<file path="config.mk">
export PLATFORM = sky130hd
export DESIGN_NAME = fbpe_ctrl
export DESIGN_NICKNAME = d
export VERILOG_FILES = /design/src/hw/rtl/fbpe_pkg.sv /design/src/hw/rtl/fbpe_ctrl.sv
export SDC_FILE = /design/constraint.sdc
export NUM_CORES = 1
export LEC_CHECK = 0
export BUFFER_PORTS_ARGS = -buffer_cell sky130_fd_sc_hd__buf_2
export CORE_AREA = 2 2 44 46
export CTS_BUF_LIST = sky130_fd_sc_hd__clkbuf_2
export DETAILED_ROUTE_END_ITERATION = 10
export DIE_AREA = 0 0 46 48
export GPL_ROUTABILITY_DRIVEN = 0
export HOLD_SLACK_MARGIN = 0.06
export PLACE_DENSITY = 0.69
export SETUP_SLACK_MARGIN = 0.1
export SYNTH_ARGS = -nofsm -noshare
export SYNTH_HDL_FRONTEND = slang
export SYNTH_SLANG_ARGS = --single-unit
</file>
<file path="constraint.sdc">
create_clock -name clk -period 2.5 [get_ports clk]
set_input_delay 0.625 -clock clk [delete_from_list [all_inputs] [get_ports clk]]
set_output_delay 0.625 -clock clk [all_outputs]
set_load 0.1 [all_outputs]
</file>
<file path="src/hw/rtl/fbpe_pkg.sv">
// Package for the framebuffer pixel engine: widths, codes and the
// command/status structs between controller and datapath. No dependencies.
`timescale 1ns / 1ps

package fbpe_pkg;

  localparam int MAX_WIDTH_DEF   = 512;
  localparam int MAX_HEIGHT_DEF  = 512;
  localparam int FRAME_BYTES_DEF = 1048576;

  localparam int DIM_W    = 10;  // image and rectangle dimensions
  localparam int COORD_W  = 9;   // pixel coordinates
  localparam int PIX_W    = 24;
  localparam int OP_W     = 2;
  localparam int STAT_W   = 2;
  localparam int IDX_W    = 2;   // config register index
  localparam int STRIDE_W = 12;  // 3 * 1023 rounded up to 4
  localparam int ROWB_W   = STRIDE_W + DIM_W;
  localparam int COL_W    = 11;  // column byte offset plus lane
  localparam int ADDR_W   = 25;  // covers any store size up to 2^24 bytes

  localparam logic [OP_W-1:0] OP_PUT  = 2'd0;
  localparam logic [OP_W-1:0] OP_GET  = 2'd1;
  localparam logic [OP_W-1:0] OP_FILL = 2'd2;

  localparam logic [STAT_W-1:0] ST_OK      = 2'd0;
  localparam logic [STAT_W-1:0] ST_POS     = 2'd1;
  localparam logic [STAT_W-1:0] ST_OVERRUN = 2'd2;
  localparam logic [STAT_W-1:0] ST_UNSUP   = 2'd3;

  localparam logic [IDX_W-1:0] REG_IMAGE_WIDTH  = 2'd0;
  localparam logic [IDX_W-1:0] REG_IMAGE_HEIGHT = 2'd1;
  localparam logic [IDX_W-1:0] REG_PIXEL_MODE   = 2'd2;

  localparam logic [DIM_W-1:0]    DIM_MIN     = 10'd4;
  localparam logic [DIM_W-1:0]    DIM_RESET   = 10'd4;
  localparam logic [STRIDE_W-1:0] STRIDE_PAD  = 12'h003;
  localparam logic [STRIDE_W-1:0] STRIDE_MASK = ~12'h003;

  localparam logic [1:0] LANE_FIRST = 2'd0;
  localparam logic [1:0] LANE_LAST  = 2'd2;

  typedef struct packed {
    logic       load;      // latch the accepted item
    logic       check;     // bounds checks, row index, stride
    logic       mul;       // row base address, fill counters
    logic       pix_acc;   // one byte access of put/get
    logic [1:0] lane;      // byte lane of pix_acc
    logic       fill_acc;  // one byte write of a fill
    logic       out_load;  // move result into the output register
  } fbpe_cmd_t;

  typedef struct packed {
    logic err;         // status is not ok
    logic is_fill;
    logic is_get;
    logic fill_empty;
    logic fill_last;   // current fill byte is the last one
    logic wide;        // three bytes per pixel
    logic out_free;    // output register can take a result
  } fbpe_sts_t;

endpackage

</file>
<file path="src/hw/rtl/fbpe_ctrl.sv">
// Controller of the framebuffer pixel engine: one-hot sequencer that
// steps one item through check, address, byte accesses and result. Uses fbpe_pkg.
`timescale 1ns / 1ps

module fbpe_ctrl (
  input  logic                clk,
  input  logic                rst,
  input  logic                in_valid,
  output logic                in_stall,
  input  fbpe_pkg::fbpe_sts_t sts,
  output fbpe_pkg::fbpe_cmd_t cmd
);
  import fbpe_pkg::*;

  typedef enum logic [6:0] {
    S_IDLE  = 7'b0000001,
    S_CHECK = 7'b0000010,
    S_MUL   = 7'b0000100,
    S_PIX   = 7'b0001000,
    S_FILL  = 7'b0010000,
    S_DRAIN = 7'b0100000,
    S_DONE  = 7'b1000000
  } state_t;

  state_t     state, state_next;
  logic [1:0] lane, lane_next;
  logic       lane_last;

  assign in_stall  = (state != S_IDLE);
  assign lane_last = sts.wide ? (lane == LANE_LAST) : (lane == LANE_FIRST);

  always_comb begin
    state_next = state;
    lane_next  = lane;
    cmd        = '0;
    cmd.lane   = lane;
    case (state)
      S_IDLE: begin
        if (in_valid) begin
          cmd.load   = 1'b1;
          state_next = S_CHECK;
        end
      end
      S_CHECK: begin
        cmd.check  = 1'b1;
        state_next = S_MUL;
      end
      S_MUL: begin
        cmd.mul   = 1'b1;
        lane_next = LANE_FIRST;
        if (sts.err) begin
          state_next = S_DONE;
        end else if (sts.is_fill) begin
          state_next = sts.fill_empty ? S_DONE : S_FILL;
        end else begin
          state_next = S_PIX;
        end
      end
      S_PIX: begin
        cmd.pix_acc = 1'b1;
        if (lane_last) begin
          lane_next  = LANE_FIRST;
          state_next = sts.is_get ? S_DRAIN : S_DONE;
        end else begin
          lane_next = lane + 2'd1;
        end
      end
      S_FILL: begin
        cmd.fill_acc = 1'b1;
        if (sts.fill_last) begin
          state_next = S_DONE;
        end
      end
      S_DRAIN: begin
        // last read byte lands in the result this cycle
        state_next = S_DONE;
      end
      S_DONE: begin
        if (sts.out_free) begin
          cmd.out_load = 1'b1;
          state_next   = S_IDLE;
        end
      end
      default: begin
        state_next = S_IDLE;
      end
    endcase
  end

  always_ff @(posedge clk) begin
    if (rst) begin
      state <= S_IDLE;
      lane  <= LANE_FIRST;
    end else begin
      state <= state_next;
      lane  <= lane_next;
    end
  end

endmodule

</file>
### Word level (Yosys, flattened, before mapping)

Index checks and enable logic that the tools add are counted.

* word-level logic and storage cells: 39
* register bits after elaboration: 9

* muxes and demuxes: 20
* eq/ne operators: 13
* add/sub/neg operators: 1
* reduce and logical (&&, ||, !) cells: 3

Operator list (count)
* $mux 7: 8
* $pmux 7 s7: 1
* $mux 1: 9
* $ne 2x2->1 const B: 4
* $eq 7x1->1 const B: 1
* $eq 7x2->1 const B: 1
* $eq 7x3->1 const B: 1
* $eq 7x4->1 const B: 1
* $eq 7x5->1 const B: 1
* $eq 7x6->1 const B: 1
* $eq 7x7->1 const B: 1
* $ne 7x1->1 const B: 1
* $pmux 2 s2: 1
* $reduce_and 4->1: 1
* $add 2x1->2 const B: 1
* $eq 2x2->1 const B: 1
* $logic_not 2->1: 1
* $mux 2: 1
* $reduce_bool 2->1: 1

### Depth between registers and ports, before layout

* word-level depth: 4
* gate-level depth with buffers: 6
* mapped depth without buffers: 6

### Worst setup path before layout

No wires, ideal clock.

* path type: flip-flop to output port
* start: register state[5]
* end: output port cmd[7] (netlist bit)
* arrival: 3.518 ns
* required time: 1.875 ns
* setup slack: -1.643 ns
* stages on the path, launching flop included: 6
* buffers on the path: 1
* cell sequence: dfxtp_1 > buf_2 > or3_1 > nor3_1 > nand3b_1 > nor2_1

RTL lines
* start: declaration: RTL line fbpe_ctrl.sv:25 `state_t state, state_next;`
* start signal: assignment: RTL line fbpe_ctrl.sv:95 `state <= state_next;`
* end: declaration: RTL line fbpe_ctrl.sv:11 `output fbpe_pkg::fbpe_cmd_t cmd`

### Worst setup path in the final report

* start: register state[3]
* end: output port in_stall

* cells in the longest elaborated chain, start to end: 1

RTL lines
* $ne 7x1->1: RTL line fbpe_ctrl.sv:29 `assign in_stall = (state != S_IDLE);`
* end: declaration: RTL line fbpe_ctrl.sv:9 `output logic in_stall,`

Every way passes these cells.

==> metrics.txt <==
status complete, no violations; Die Area 0.00221 mm2; via count 686; Gate Count Post-Synth 82; period utilization 94.5%; ant diodes 0; sequential area share after synthesis 28.0%; setup ws final 0.137 ns; vias in the first global route 574; first-pass GRT wire length 2.46 mm; Slew Viols, Final 0; final setup vio count 0; number of max-cap violations 0; Avg Inst Size Synth 7.86 um2; DP Area 837 um2; VDD IR max 0.359 mV; multi-input combinational cell area 452 um2; syn_nets 94; fin area 930 um2; clock buffer count from CTS 3; Nets 119; Total Wirelength 1.55 mm; fmax 0.423 GHz; Crit. End Element output pin; CTS Buffer Depth 2; Hold Path End lane[1]$_SDFFE_PP0P_; Worst Path Required 1.88 ns; Tot Pwr 0.614 mW; input/output buffers 18; CTS tree done; drt pass-1 iters 4; largest net degree at the start of global routing 12; Worst Path Max Fanout 5; Hold WC Path Type flop to flop; synthesized cell area 644 um2; Seq cells post-synth 9; RSZ-0062 raised after global routing yes; FF-to-FF Start state[1]$_SDFFE_PP0P_; gr ovfl total 0; Fillers 158; Initial Utilization 38.1%; global-route total usage across every layer 15.7%; H-tree lvl count 1; Worst Skew 0.0108 ns; mean number of vias per cell 5.58; Core Rows 15; layout cells sized above 1 42.5%; # IOs 19; HP Start lane[1]$_SDFFE_PP0P_; Core ar. 0.00169 mm2; Die Span X 46 um; clk sinks 9; initial DRC count 35; CTS clk-pin slew, worst paths 0.08 ns; Reg2Reg Depth 4; Crit Path Category flop to output pin; Avg WL per Cell 12.6 um; Die Span Y 48 um; crit start category flop; setup slack at placement 0.317 ns; Root Buffer clkbuf_2; Hold Vio Cnt, Final 0; DRC viols 0; Clk Latency, worst-skew pair 0.26 ns; synth warn 0; hold_ws 0.578 ns; Util after Layout 55.0%; Detail Route Antenna Nets 0; dpl hpwl 1.16 mm; initial antenna violation count 0; Data arrival, critical path 1.74 ns; area grow syn2layout 44.3%; flop-to-flop setup slack 0.78 ns; Final Critical Period 2.36 ns; Synth cell types 39; Least-Margin Pin Slew 0.477 ns; leakage 0.381 nW; hold-critical path depth 2; pwr dens 660 mW/mm2; slew margin rel. 67.9%; FF-to-FF End state[4]$_SDFFE_PP0P_; register area 189 um2
[final cells by class]
cell class / count / area share [%]
flip-flops and latches: 9 / 20.3
clock buffers: 4 / 2.15
well taps: 17 / 2.29
multi-input cells: 59 / 48.6
inverters: 9 / 3.63
repair buffers: 25 / 23.0
[sequential cells by signal, summed over array words and instances, names as in the netlist]
signal  cells
lane        2
state       7
[where the power goes]
group / leakage, nW / switching, mW / internal, mW
Combinational: 0.290 / 0.209 / 0.138
Sequential: 0.0750 / 0.0177 / 0.153
Clock: 0.0166 / 0.0537 / 0.0425
[stage by stage]
step	TNS [ns]	cells
floorplan	-1.04	82
global placement	0	114
detailed placement	0	114
CTS	0	119
global route	0	123
finish	0	123
[cell families (layout without fill, tap and decap cells)]
logic type | Yosys count | in the layout | synth area share, %
buf+inv | 14 | 38 | 9.51
flops | 9 | 9 | 28.0
xor+xnor | 3 | 3 | 4.08
fa+ha+maj | 2 | 2 | 3.88
mux | 2 | 2 | 3.30
compound gates | 18 | 18 | 20.2
simple gates | 34 | 34 | 31.1
[synthesized netlist by cell type (all sizes together)]
library cell,n,area [um2]
a2111o,1,11.3
a21oi,4,23.8
a22oi,1,7.51
a31oi,2,12.5
and4b,1,10.0
and4bb,1,12.5
buf,3,20.0
clkbuf,2,7.51
dfxtp,9,180
ha,2,25.0
inv,9,33.8
mux2,1,11.3
mux2i,1,10.0
nand2,2,7.51
nand2b,2,12.5
nand3b,1,7.51
nand4,1,6.26
nand4b,1,8.76
nor2,12,45.0
nor3,3,15.0
nor3b,1,7.51
nor4,1,6.26
nor4b,1,8.76
o211ai,1,7.51
o21ai,3,15.0
o221ai,1,8.76
o22a,1,8.76
o32ai,1,8.76
o41ai,3,26.3
or2,2,15.0
or3,4,30.0
or4,1,7.51
xnor2,2,17.5
xor2,1,8.76
[timing repair]
action | 4_1_cts | 5_1_grt
pin swaps | 3 | 1
buffers inserted | 1 | 4
endpoints found under the setup margin | 5 | 5
gates resized for setup | 4 | 9
hold buffers | 0 | 0
[critical path, cell delays in order (launching register included)]
cell	delay (ns)
dfxtp_4	0.35
or3_4	0.42
nor3_4	0.18
nand3b_1	0.19
buf_4	0.19
buf_12	0.16
[cells in the final DEF (no fill, tap or decap), types with 2 or more instances in the layout]
| master | Yosys | routed |
|---|---|---|
| a31oi_1 | 2 | 2 |
| ha_1 | 2 | 2 |
| o41ai_1 | 3 | 3 |
| or3_1 | 3 | 2 |
| clkbuf_2 | 0 | 4 |
| buf_4 | 0 | 9 |
| inv_1 | 9 | 9 |
| a21oi_1 | 3 | 3 |
| buf_12 | 0 | 4 |
| or3_4 | 1 | 2 |
| nand2_1 | 2 | 2 |
| nor3_4 | 0 | 2 |
| o21ai_0 | 3 | 3 |
| dfxtp_4 | 0 | 2 |
| nor2_1 | 12 | 10 |
| xnor2_1 | 2 | 2 |
| nor2_4 | 0 | 2 |
| dfxtp_1 | 9 | 6 |
| nand2b_1 | 2 | 2 |
| buf_2 | 1 | 11 |
[metal layers]
| layer | routed length, um | global-route usage, % | part of all wire, % |
|---|---|---|---|
| met1 | 717 | 22.6 | 46 |
| met2 | 708 | 22.2 | 46 |
| met3 | 106 | 2.26 | 6.8 |
| met4 | 21 | 8.57 | 1.4 |
| met5 | 0 | 0 | 0 |
[worst max path at each step]
stage / from / to / slack [ns] / depth (start not counted)
final: state[3]$_SDFFE_PP0P_ / in_stall / 0.14 / 5
after global routing: state[3]$_SDFFE_PP0P_ / in_stall / 0.06 / 5
after CTS: state[3]$_SDFFE_PP0P_ / cmd[7] / 0.11 / 5
after detailed placement: state[1]$_SDFFE_PP0P_ / cmd[5] / 0.32 / 3
after global placement: state[1]$_SDFFE_PP0P_ / cmd[5] / 0.33 / 3
after floorplan: state[5]$_SDFFE_PP0P_ / cmd[7] / -0.79 / 5
Note: power is estimated with default switching activity, not from simulation.
